File: config.mk
export PLATFORM = sky130hd
export DESIGN_NAME = rsch_divsqrt
export DESIGN_NICKNAME = d
export VERILOG_FILES = /design/src/hw/rtl/rsch_pkg.sv /design/src/hw/rtl/rsch_divsqrt.sv
export SDC_FILE = /design/constraint.sdc
export NUM_CORES = 1
export LEC_CHECK = 0
export BUFFER_PORTS_ARGS = -buffer_cell sky130_fd_sc_hd__clkbuf_2
export CORE_UTILIZATION = 30
export DETAILED_ROUTE_END_ITERATION = 8
export GPL_TIMING_DRIVEN = 0
export HOLD_SLACK_MARGIN = 0.05
export SYNTH_ARGS = -nofsm -noshare
export SYNTH_HDL_FRONTEND = slang
export SYNTH_SLANG_ARGS = --single-unit
File: constraint.sdc
create_clock -name aclk -period 13.3 [get_ports aclk]
set_clock_uncertainty 0.1 [all_clocks]
set_input_delay 3.99 -clock aclk [delete_from_list [all_inputs] [get_ports aclk]]
set_output_delay 3.99 -clock aclk [all_outputs]
set_load 0.05 [all_outputs]
File: src/hw/rtl/rsch_pkg.sv
// ----------------------------------------------------------------------------
// rsch_pkg
// Shared types and constants for the ray/sphere closest-hit block.
// ----------------------------------------------------------------------------
package rsch_pkg;

    localparam logic [30:0] T_MAX       = 31'h7FFF_FFFF;
    localparam logic [7:0]  SQRT_STEPS  = 8'd64;
    localparam logic [7:0]  NRM_STEPS   = 8'd45;
    localparam logic [7:0]  NUM_BITS    = 8'd62;
    localparam logic        REG_SPHERES = 1'b0;

    typedef struct packed {
        logic signed [31:0] cx;
        logic signed [31:0] cy;
        logic signed [31:0] cz;
        logic        [30:0] radius;
    } sphere_t;

    typedef struct packed {
        logic       start;
        logic       op_sqrt;
        logic [7:0] steps;
    } rsch_ctl_t;

    typedef struct packed {
        logic        done;
        logic        sat;
        logic [63:0] q;
    } rsch_res_t;

    typedef enum logic [14:0] {
        ST_IDLE  = 15'b000000000000001,
        ST_READ  = 15'b000000000000010,
        ST_PREP  = 15'b000000000000100,
        ST_MABC  = 15'b000000000001000,
        ST_CHK   = 15'b000000000010000,
        ST_MDISC = 15'b000000000100000,
        ST_SQRT  = 15'b000000001000000,
        ST_DIV   = 15'b000000010000000,
        ST_NEXT  = 15'b000000100000000,
        ST_MSTEP = 15'b000001000000000,
        ST_NORM  = 15'b000010000000000,
        ST_MLEN  = 15'b000100000000000,
        ST_LSQRT = 15'b001000000000000,
        ST_NDIV  = 15'b010000000000000,
        ST_DONE  = 15'b100000000000000
    } state_t;

endpackage

File: src/hw/rtl/rsch_divsqrt.sv
// ----------------------------------------------------------------------------
// rsch_divsqrt
// Bit-serial restoring divider and integer square root, one digit per cycle.
// ----------------------------------------------------------------------------
module rsch_divsqrt
    import rsch_pkg::*;
(
    input  logic         aclk,
    input  logic         aresetn,
    input  rsch_ctl_t    ctl,
    input  logic [127:0] x_in,
    input  logic [61:0]  d_in,
    output rsch_res_t    res
);

    logic         busy_reg, busy_next;
    logic         done_reg, done_next;
    logic         op_reg;
    logic [7:0]   cnt_reg;
    logic [127:0] x_reg;
    logic [67:0]  rem_reg;
    logic [63:0]  q_reg;
    logic [61:0]  d_reg;
    logic         sat_reg;

    logic [67:0]  rem_sh, trial, rem_n;
    logic [63:0]  q_n;
    logic         ge;

    always_comb begin
        rem_sh = op_reg ? {rem_reg[65:0], x_reg[127:126]} : {rem_reg[66:0], x_reg[127]};
        trial  = op_reg ? {2'b00, q_reg, 2'b01} : {6'b0, d_reg};
        ge     = rem_sh >= trial;
        rem_n  = ge ? rem_sh - trial : rem_sh;
        q_n    = {q_reg[62:0], ge};
        busy_next = busy_reg;
        done_next = 1'b0;
        if (ctl.start) begin
            busy_next = 1'b1;
        end else if (busy_reg && cnt_reg == 8'd1) begin
            busy_next = 1'b0;
            done_next = 1'b1;
        end
    end

    always_ff @(posedge aclk) begin
        if (!aresetn) begin
            busy_reg <= 1'b0;
            done_reg <= 1'b0;
        end else begin
            busy_reg <= busy_next;
            done_reg <= done_next;
        end
        if (ctl.start) begin
            op_reg  <= ctl.op_sqrt;
            cnt_reg <= ctl.steps;
            x_reg   <= x_in;
            d_reg   <= d_in;
            rem_reg <= '0;
            q_reg   <= '0;
            sat_reg <= 1'b0;
        end else if (busy_reg) begin
            cnt_reg <= cnt_reg - 8'd1;
            x_reg   <= op_reg ? {x_reg[125:0], 2'b00} : {x_reg[126:0], 1'b0};
            rem_reg <= rem_n;
            q_reg   <= q_n;
            sat_reg <= sat_reg | (q_n[63:31] != '0);
        end
    end

    assign res.done = done_reg;
    assign res.sat  = sat_reg;
    assign res.q    = q_reg;

endmodule

==> summary.md, run 1 <==
The run finished with clean final reports. The critical path goes through buf_2 -> buf_1 -> clkbuf_1 -> buf_1 -> mux2i_1 -> ha_1 -> nand2_1 -> o21ai_0 -> a21oi_1 -> o21ai_0 -> o21bai_1 -> nand2_1 -> o41ai_1 -> a31oi_1 -> o31ai_1 -> mux2i_1 -> a21oi_1. Number of library cell types mapped by synthesis: 72.

Sort of element at the start of the critical path: a flop. The post-route fraction of the period consumed by the critical path works out to 57.1%. The most area-hungry cell type in the Yosys netlist is sky130_fd_sc_hd__edfxtp_1.

For this configuration, the core starts out at a cell density of 30.4%. Flip-flop count of the largest register, all copies and words added: 128. Counting along the longest clock path gives a buffer depth of 3. Derived from the worst setup path, the maximum achievable clock frequency is 132 MHz.

After synthesis, the most frequently instantiated cells are sky130_fd_sc_hd__mux2i_1, sky130_fd_sc_hd__nand2_1, sky130_fd_sc_hd__edfxtp_1, sky130_fd_sc_hd__nor2_1, sky130_fd_sc_hd__o21ai_0. From bottom edge to top edge, the die measures 258 um. In the global route stage, overall resource usage came out at 18.3%. The total area inside the core boundary comes to 0.0646 sq mm. For this block, the via count after detailed routing is 16600. The capturing point of the worst reg2reg path was rem_reg[65]$_SDFFE_PP0P_. The path with the worst hold slack has its endpoint at rem_reg[11]$_SDFFE_PP0P_. The launching point of the worst reg2reg path is op_reg$_DFFE_PP_. The die width was 258 um; the number of non-filler instances in the completed layout was 3212.

TritonCTS built the clock tree. Buffers inserted to repair hold after CTS numbered 0. Synthesis produced a netlist whose cell count is 2006.

The simple logic cell fraction of the synthesized area came out at 12.6%. The number of placement rows was 93. After global routing the overflow that remains totals 0.

Setup violations remaining at the end of the flow were counted as 0. The number of buffers added on ports works out to 267. Insertion delay to the later sink of the worst-skew pair: 590 ps.

In this run the tightest slew margin relative to its limit is 34.3%. The count of flip-flops with a built-in enable after synthesis is 199, and the number of DRC violations after detailed-routing iteration 0 is 1329. The number of inserted diodes came out at 0. Setup slack on the worst reg-to-reg path comes out at 5700 ps. Fraction of registers with async set/reset: 0%. The detail route stage leaves a number of antenna-violating nets equal to 0.

In the synthesized netlist the dominant register cell turns out to be sky130_fd_sc_hd__edfxtp_1. The slowest stage of the critical path belongs to the cell sky130_fd_sc_hd__buf_1. The Yosys step of the flow raised 0 warnings. For the cell area after synthesis, the log shows 0.0196 sq mm.

The peak per-stage delay on the critical path is 780 ps, and the total nets after synthesis is 2277. The combinational family with the most area after synthesis was multiplexers. In this run the cell area measured after placement is 0.0221 sq mm.

For the final count of hold timing violations, the log shows 0. Data arrives at the worst endpoint at 7920 ps. The area growth from synthesis to layout is 20.3%. Setup repair after global routing left no endpoint under its margin. The worst hold path begins at rem_reg[11]$_SDFFE_PP0P_.

Dividing the detail-routed via count by the number of cells gives 5.18. The number of flip-flops and latches in the synthesized netlist was 333; the transition at the pin with the smallest max-transition slack was 985 ps. The time the worst path needs with I/O delays and setup was 7600 ps. The worst setup path is captured at a flop. Counting cells, the worst reg-to-reg path comes to 17.

In this run the number of H-tree levels came out at 2. For the placer congestion estimate, the log shows 0.943. Post-synthesis mux area share: 17.5%. Along the worst hold path, the cell count comes to 2. The die covers 0.0665 sq mm. IR analysis of the VDD net gives a maximum drop of 0.117 mV.

The logs give 58 for the pin count of the biggest net entering global routing and 2593 for the net count reported at finish. The clock net in this run drives a total of 333 sinks. The average size of a mapped cell is 9.79 sq um, and the max-slew violation count is 0. Adder-cell share of the synthesized area: 4.43%.

The number of top-level design ports was 268. The final worst hold slack is 399 ps. In this run the clock root is driven by a sky130_fd_sc_hd__clkbuf_16. The worst hold path belongs to the class reg2reg. Once placement completed, the tool counted placed cells totaling 3131. Clock tree synthesis inserted a total of 44 buffers.

The global-route wire length before repair was 95400 um. The tools report the leakage power as 10.1 nW. After routing the design area is 0.0236 sq mm.

The wire length reported by the detailed router was 62300 um; the complex-gate fraction of the synthesized area was 15.4%. For the worst path required time, the log shows 13620 ps. After clock tree synthesis, the repair step resized 0 gates.

Critical setup path kind: reg2reg. Ranked by total cell area, the synthesized netlist is headed by sky130_fd_sc_hd__edfxtp_1, sky130_fd_sc_hd__mux2i_1, sky130_fd_sc_hd__dfxtp_1, sky130_fd_sc_hd__o21ai_0, sky130_fd_sc_hd__nand2_1. Max-cap violations in this run came to 0.

The HPWL reported at the end of detailed placement is 47100 um. The post-route DRC violation count was 0. Summed over all failing endpoints, the final setup total negative slack is 0 ps. The synthesized netlist devotes 2.63% of its cell area to XOR and XNOR gates. The average detailed-routed wire length per instance was 19.4 um; the detailed-router iteration count before antenna repair was 5. The register clock-pin slew on the reported worst setup and hold paths came out at 60 ps. The most common cell in the synthesized netlist is sky130_fd_sc_hd__mux2i_1. The fraction of layout cells with a size suffix above 1 works out to 19.2%.

The fraction of the yosys area taken by sequential cells was 44.1%; the via count of the first global-routing pass was 16600. Of all nets on the critical path, the largest fanout is 10. The fraction of synthesized cell area taken by the top area cell type was 30.4%. Number of antenna violations at the first check in global routing: 2. The power per cell area is 195 mW/mm^2. The buffer count from post-CTS setup fixing was 0.
## routing by layer
metal / track usage [%] / part of all wire, % / routed length, um
met5: 0 / 0.043 / 27
met4: 5.33 / 2.5 / 1550
met3: 4.89 / 8.0 / 4960
met2: 29.6 / 46 / 28400
met1: 23.7 / 44 / 27300
## report_power, final
group          internal, W  switching [W]
clock             0.000741       0.000491
combinational     0.000788        0.00128
sequential         0.00123      0.0000791
total              0.00276        0.00185
## layout make-up
class	count	area [sq um]
fill	6553	40900
multi-input combinational	1513	10300
sequential	333	8660
timing repair buffer	270	1410
clock buffer	57	1210
tap	855	1070
buffer	138	603
clock inverter	24	289
inverter	22	82.6
## worst max-delay path: cells and delay by family, from the launching register on
family | cells | cell delay (ps)
buf+inv | 4 | 2570
compound gates | 8 | 3080
simple gates | 2 | 340
fa+ha+maj | 1 | 430
mux | 2 | 470
flops | 1 | 410
## through the flow
stage	utilization [%]	worst slack (ps)	total power, W
floorplan	-	6750	0.00277
global placement	34.1	3900	0.00333
detailed placement	34.3	5750	0.00335
CTS	36.6	5650	0.00460
global route	36.6	5370	0.00487
finish	36.6	5700	0.00461
## placed cells by master (no fill, tap or decap), types with 12 or more instances in the layout
cell type / count
sky130_fd_sc_hd__buf_1: 19
sky130_fd_sc_hd__clkbuf_2: 267
sky130_fd_sc_hd__a211oi_1: 51
sky130_fd_sc_hd__nand2b_1: 12
sky130_fd_sc_hd__nor2_1: 185
sky130_fd_sc_hd__o21ai_0: 182
sky130_fd_sc_hd__clkbuf_16: 46
sky130_fd_sc_hd__a21oi_1: 114
sky130_fd_sc_hd__nand3_1: 16
sky130_fd_sc_hd__xor2_1: 31
sky130_fd_sc_hd__ha_1: 68
sky130_fd_sc_hd__xnor2_1: 28
sky130_fd_sc_hd__mux2i_1: 272
sky130_fd_sc_hd__nor3_1: 17
sky130_fd_sc_hd__nand4_1: 24
sky130_fd_sc_hd__mux2_2: 63
sky130_fd_sc_hd__a31oi_1: 13
sky130_fd_sc_hd__o211a_1: 12
sky130_fd_sc_hd__nor2b_1: 19
sky130_fd_sc_hd__clkbuf_1: 92
sky130_fd_sc_hd__buf_2: 25
sky130_fd_sc_hd__dfxtp_1: 134
sky130_fd_sc_hd__nand2_1: 234
sky130_fd_sc_hd__edfxtp_1: 199
sky130_fd_sc_hd__inv_1: 22
sky130_fd_sc_hd__o211ai_1: 15
sky130_fd_sc_hd__a21o_1: 38
## kinds of logic after synthesis
kind of cell / after synthesis
XOR/XNOR: 59
adder cells (fa/ha/maj): 69
buffers and inverters: 160
multiplexers: 335
AND/OR/NAND/NOR: 559
flip-flops: 333
AO/OA/AOI/OAI: 491
## worst max path at each step
stage	from	to	cells after the start
5_1_grt	op_reg$_DFFE_PP_	rem_reg[65]$_SDFFE_PP0P_	17
2_1_floorplan	ctl[9]	rem_reg[64]$_SDFFE_PP0P_	4
4_1_cts	op_reg$_DFFE_PP_	rem_reg[65]$_SDFFE_PP0P_	17
6_report	op_reg$_DFFE_PP_	rem_reg[65]$_SDFFE_PP0P_	17
3_3_place_gp	ctl[9]	x_reg[91]$_DFFE_PP_	3
3_5_place_dp	op_reg$_DFFE_PP_	rem_reg[65]$_SDFFE_PP0P_	17
Power figures use the tool's default switching activity.
==> run 2: changes to the inputs <==
Settings changed: ABC_AREA set to 1.
Clock period 13.3 ns to 6.2 ns, I/O delays scaled along.
==> summary.md, run 2 <==
The run finished with clean final reports. The HPWL reported at the end of detailed placement came out at 64100 um. The average detailed-routed wire length per instance was 17.9 um; the core utilization of the finished layout was 35.6%.

Setup repair after global routing left no endpoint under its margin. Wire segments on met3 add up to 5110 um in the final route. The die outline height was 270 um. By area the synthesized netlist is led by sky130_fd_sc_hd__edfxtp_1, sky130_fd_sc_hd__nand2_1, sky130_fd_sc_hd__dfxtp_1, sky130_fd_sc_hd__inv_1, sky130_fd_sc_hd__a21oi_1. The initialized floorplan defines 98 standard-cell rows. The fraction of synthesized cell area taken by the top area cell type was 27.7%. Along the worst hold path, the cell count comes to 2. The net count of the finished layout is 3780. Across the VDD grid, the largest voltage drop is 0.206 mV. The leading cell type in the layout, fill and taps excluded was sky130_fd_sc_hd__nand2_1. Gate count after technology mapping: 3200. For this block, wires on met1 add up to 33500 um.

For the pin with the worst max-slew slack, the measured transition is 1370 ps. The die is 270 um wide. Yosys printed 0 warnings. Gates resized during post-CTS repair numbered 0. After detailed routing, no signal wire sits above met5. Of the cells placed in the final design, the portion with a size suffix greater than 1 is 11.8%. The buffer count from post-CTS setup fixing was 0.

For the count of hold-fix buffers inserted at cts, the log shows 0. The max-slew violation count came out at 0. After synthesis, flip-flops and latches occupy 40.1% of the total area.

Counting instances in the post-synthesis netlist gives the leading cell types as sky130_fd_sc_hd__nand2_1, sky130_fd_sc_hd__inv_1, sky130_fd_sc_hd__a21oi_1, sky130_fd_sc_hd__nor2_1, sky130_fd_sc_hd__edfxtp_1. The power per cell area came out at 404 mW/mm^2. The number of nets handed over by synthesis was 3471. Data arrives at the worst endpoint at 6150 ps. The run gives 0 as the number of endpoints failing setup at the final stage.

Critical setup path kind: reg2reg. After global routing the overflow that remains totals 0. The die covers 0.0731 sq mm.

The analysis attributes to cell leakage a power of 12.5 nW. The finished cells cover 0.0254 sq mm. The run gives 21.5% as the total routing usage reported by global routing. The length in cells of the worst reg-to-reg path works out to 24. Dividing the synthesized area by the synthesized cell count gives 6.75 sq um.

The min-delay analysis places its worst path in the category reg2reg. From synthesis to final layout, the design area changed by 17.8%. The most repeated cell in the gate-level netlist after synthesis is sky130_fd_sc_hd__nand2_1.

Measured against its own limit, the worst slew margin works out to 8.49%. The detailed router finished its first iteration with 1554 violations. The sum of met2 wire segment lengths after detailed routing is 38800 um, and the flop-to-flop setup slack is 410 ps.

Following the worst setup path forward leads to its endpoint at rem_reg[50]$_SDFFE_PP0P_. For the instance area after placement, the log shows 0.0242 sq mm. The max-cap violation count was 0. The endpoint identified for the worst register-to-register timing path is rem_reg[50]$_SDFFE_PP0P_. The post-route fraction of the period consumed by the critical path was 93.4%. For the placer congestion estimate, the log shows 1.04. Along the worst path, the maximum fanout reaches 10. CTS built an H-tree with a depth of 2. TritonCTS built the clock tree. The sort of element at the start of the critical path is a flop. The register with the most flip-flops in the layout has 128 of them.

Buffers inserted during clock tree synthesis total 38. The type of element capturing the critical path was a flop. The count of antenna-violating nets left after detailed routing is 0, and the via count normalized by instance count is 4.82.

The first detailed-routing pass ran for 6 iterations. Counting flops and latches in the post-synthesis netlist gives 333. At the worst endpoint, the required time is 6560 ps. The total number of clock tree sinks is 333, and the post-route DRC violation count is 0. The worst register-to-register path begins at op_reg$_DFFE_PP_. Once the floorplan was initialized, standard cells occupied 30.3% of the core.

After synthesis the cells add up to 0.0216 sq mm. The run gives 173 MHz as the upper clock frequency limit. The smallest clock period supported by the final layout is computed as 5790 ps. In the layout the commonest cells are sky130_fd_sc_hd__nand2_1, sky130_fd_sc_hd__inv_1, sky130_fd_sc_hd__a21oi_1, sky130_fd_sc_hd__clkbuf_2, sky130_fd_sc_hd__nor2_1. During placement, the flow inserted port buffers numbering 267. The fraction of registers with async set/reset was 0%; the final worst hold slack was 349 ps. The first global-routing pass estimated 122000 um of wire. Among all flip-flop cells after synthesis, the most frequent one is sky130_fd_sc_hd__edfxtp_1. 268 I/O pins were placed. No sink is reached through more buffers than the 3 on the longest clock path. In this run the clock root is driven by a sky130_fd_sc_hd__clkbuf_16. The region available for standard cell placement spans 0.0714 sq mm.

The register clock-pin slew on the reported worst setup and hold paths came out at 60 ps. The most area-hungry cell type in the Yosys netlist was sky130_fd_sc_hd__edfxtp_1. Summing over every cut layer, the via total after detailed routing is 21600. Entering global routing, the biggest net connects 109 pins. The final count of hold timing violations is 0.

The final layout contains routed wiring with a total length of 80300 um. The count of flip-flops with a built-in enable after synthesis is 199. In this run the worst setup path begins at op_reg$_DFFE_PP_. The via count of the first global-routing pass came out at 20800. The number of library cell types mapped by synthesis is 39. The number of antenna violations at the first check in global routing was 5; the insertion delay to the later sink of the worst-skew pair was 570 ps.
run 2: through the flow:
step / setup TNS, ps / setup slack [ps] / cells / total power [W]
floorplan: 0 / 1440 / 3200 / 0.00640
CTS: 0 / 29.7 / 4488 / 0.0102
finish: 0 / 409 / 4489 / 0.0103
global placement: -255080 / -1780 / 4417 / 0.00796
detailed placement: 0 / 51.3 / 4419 / 0.00796
global route: 0 / 186 / 4488 / 0.0110
run 2: layout make-up:
type / count / area [sq um]
Antenna cell: 1 / 2.50
Buffer: 135 / 654
Clock buffer: 50 / 1080
Clock inverter: 19 / 156
Fill cell: 7784 / 45900
Inverter: 454 / 1700
Multi-Input combinational cell: 2278 / 10600
Sequential cell: 333 / 8660
Tap cell: 950 / 1190
Timing Repair Buffer: 269 / 1390
run 2: power by group:
part | internal, W | total, W | leakage (nW) | switching [W]
Sequential | 0.00270 | 0.00288 | 3.06 | 0.000180
Clock | 0.00128 | 0.00225 | 0.607 | 0.000970
Combinational | 0.00164 | 0.00516 | 8.86 | 0.00352
run 2: worst min path at each step:
stage               slack (ps)                startpoint                        to
floorplan                  330  rem_reg[11]$_SDFFE_PP0P_  rem_reg[11]$_SDFFE_PP0P_
CTS                        350  rem_reg[49]$_SDFFE_PP0P_  rem_reg[49]$_SDFFE_PP0P_
global route               360  rem_reg[46]$_SDFFE_PP0P_  rem_reg[46]$_SDFFE_PP0P_
global placement           340  rem_reg[42]$_SDFFE_PP0P_  rem_reg[42]$_SDFFE_PP0P_
finish                     350  rem_reg[42]$_SDFFE_PP0P_  rem_reg[42]$_SDFFE_PP0P_
detailed placement         340  rem_reg[42]$_SDFFE_PP0P_  rem_reg[42]$_SDFFE_PP0P_
run 2: per-layer routing:
metal	track usage [%]	up-vias
met3	4.27	137
met2	37.5	658
li1	-	10900
met1	26.1	9950
met5	0	-
met4	7.72	6
run 2: cell families (layout without fill, tap and decap cells):
group	Yosys count	in the layout	synth area share (%)
simple gates	1652	1652	31.1
buf+inv	589	927	10.8
compound gates	521	521	12.5
flops	333	333	40.1
fa+ha+maj	69	69	4.03
xor+xnor	35	35	1.42
mux	1	1	0.0463
other cells	0	1	0
run 2: critical path, cell delays in order, from the launching register on:
cell and delay, ps:
sky130_fd_sc_hd__edfxtp_1 510, sky130_fd_sc_hd__clkdlybuf4s15_1 890, sky130_fd_sc_hd__buf_2 410, sky130_fd_sc_hd__clkbuf_2 520
sky130_fd_sc_hd__clkbuf_1 700, sky130_fd_sc_hd__nand2_1 120, sky130_fd_sc_hd__o21ai_0 220, sky130_fd_sc_hd__ha_1 380
sky130_fd_sc_hd__nand2_1 160, sky130_fd_sc_hd__inv_1 50, sky130_fd_sc_hd__nand2_1 60, sky130_fd_sc_hd__nand2_1 70
sky130_fd_sc_hd__nand2_1 60, sky130_fd_sc_hd__nand2_1 90, sky130_fd_sc_hd__nand2_1 70, sky130_fd_sc_hd__nand2_1 80
sky130_fd_sc_hd__nand2_1 100, sky130_fd_sc_hd__nand3_2 100, sky130_fd_sc_hd__nand2_2 140, sky130_fd_sc_hd__nand2_4 90
sky130_fd_sc_hd__nand2_1 90, sky130_fd_sc_hd__buf_2 410, sky130_fd_sc_hd__nand2_1 90, sky130_fd_sc_hd__nand2_1 90
sky130_fd_sc_hd__nand2_1 50
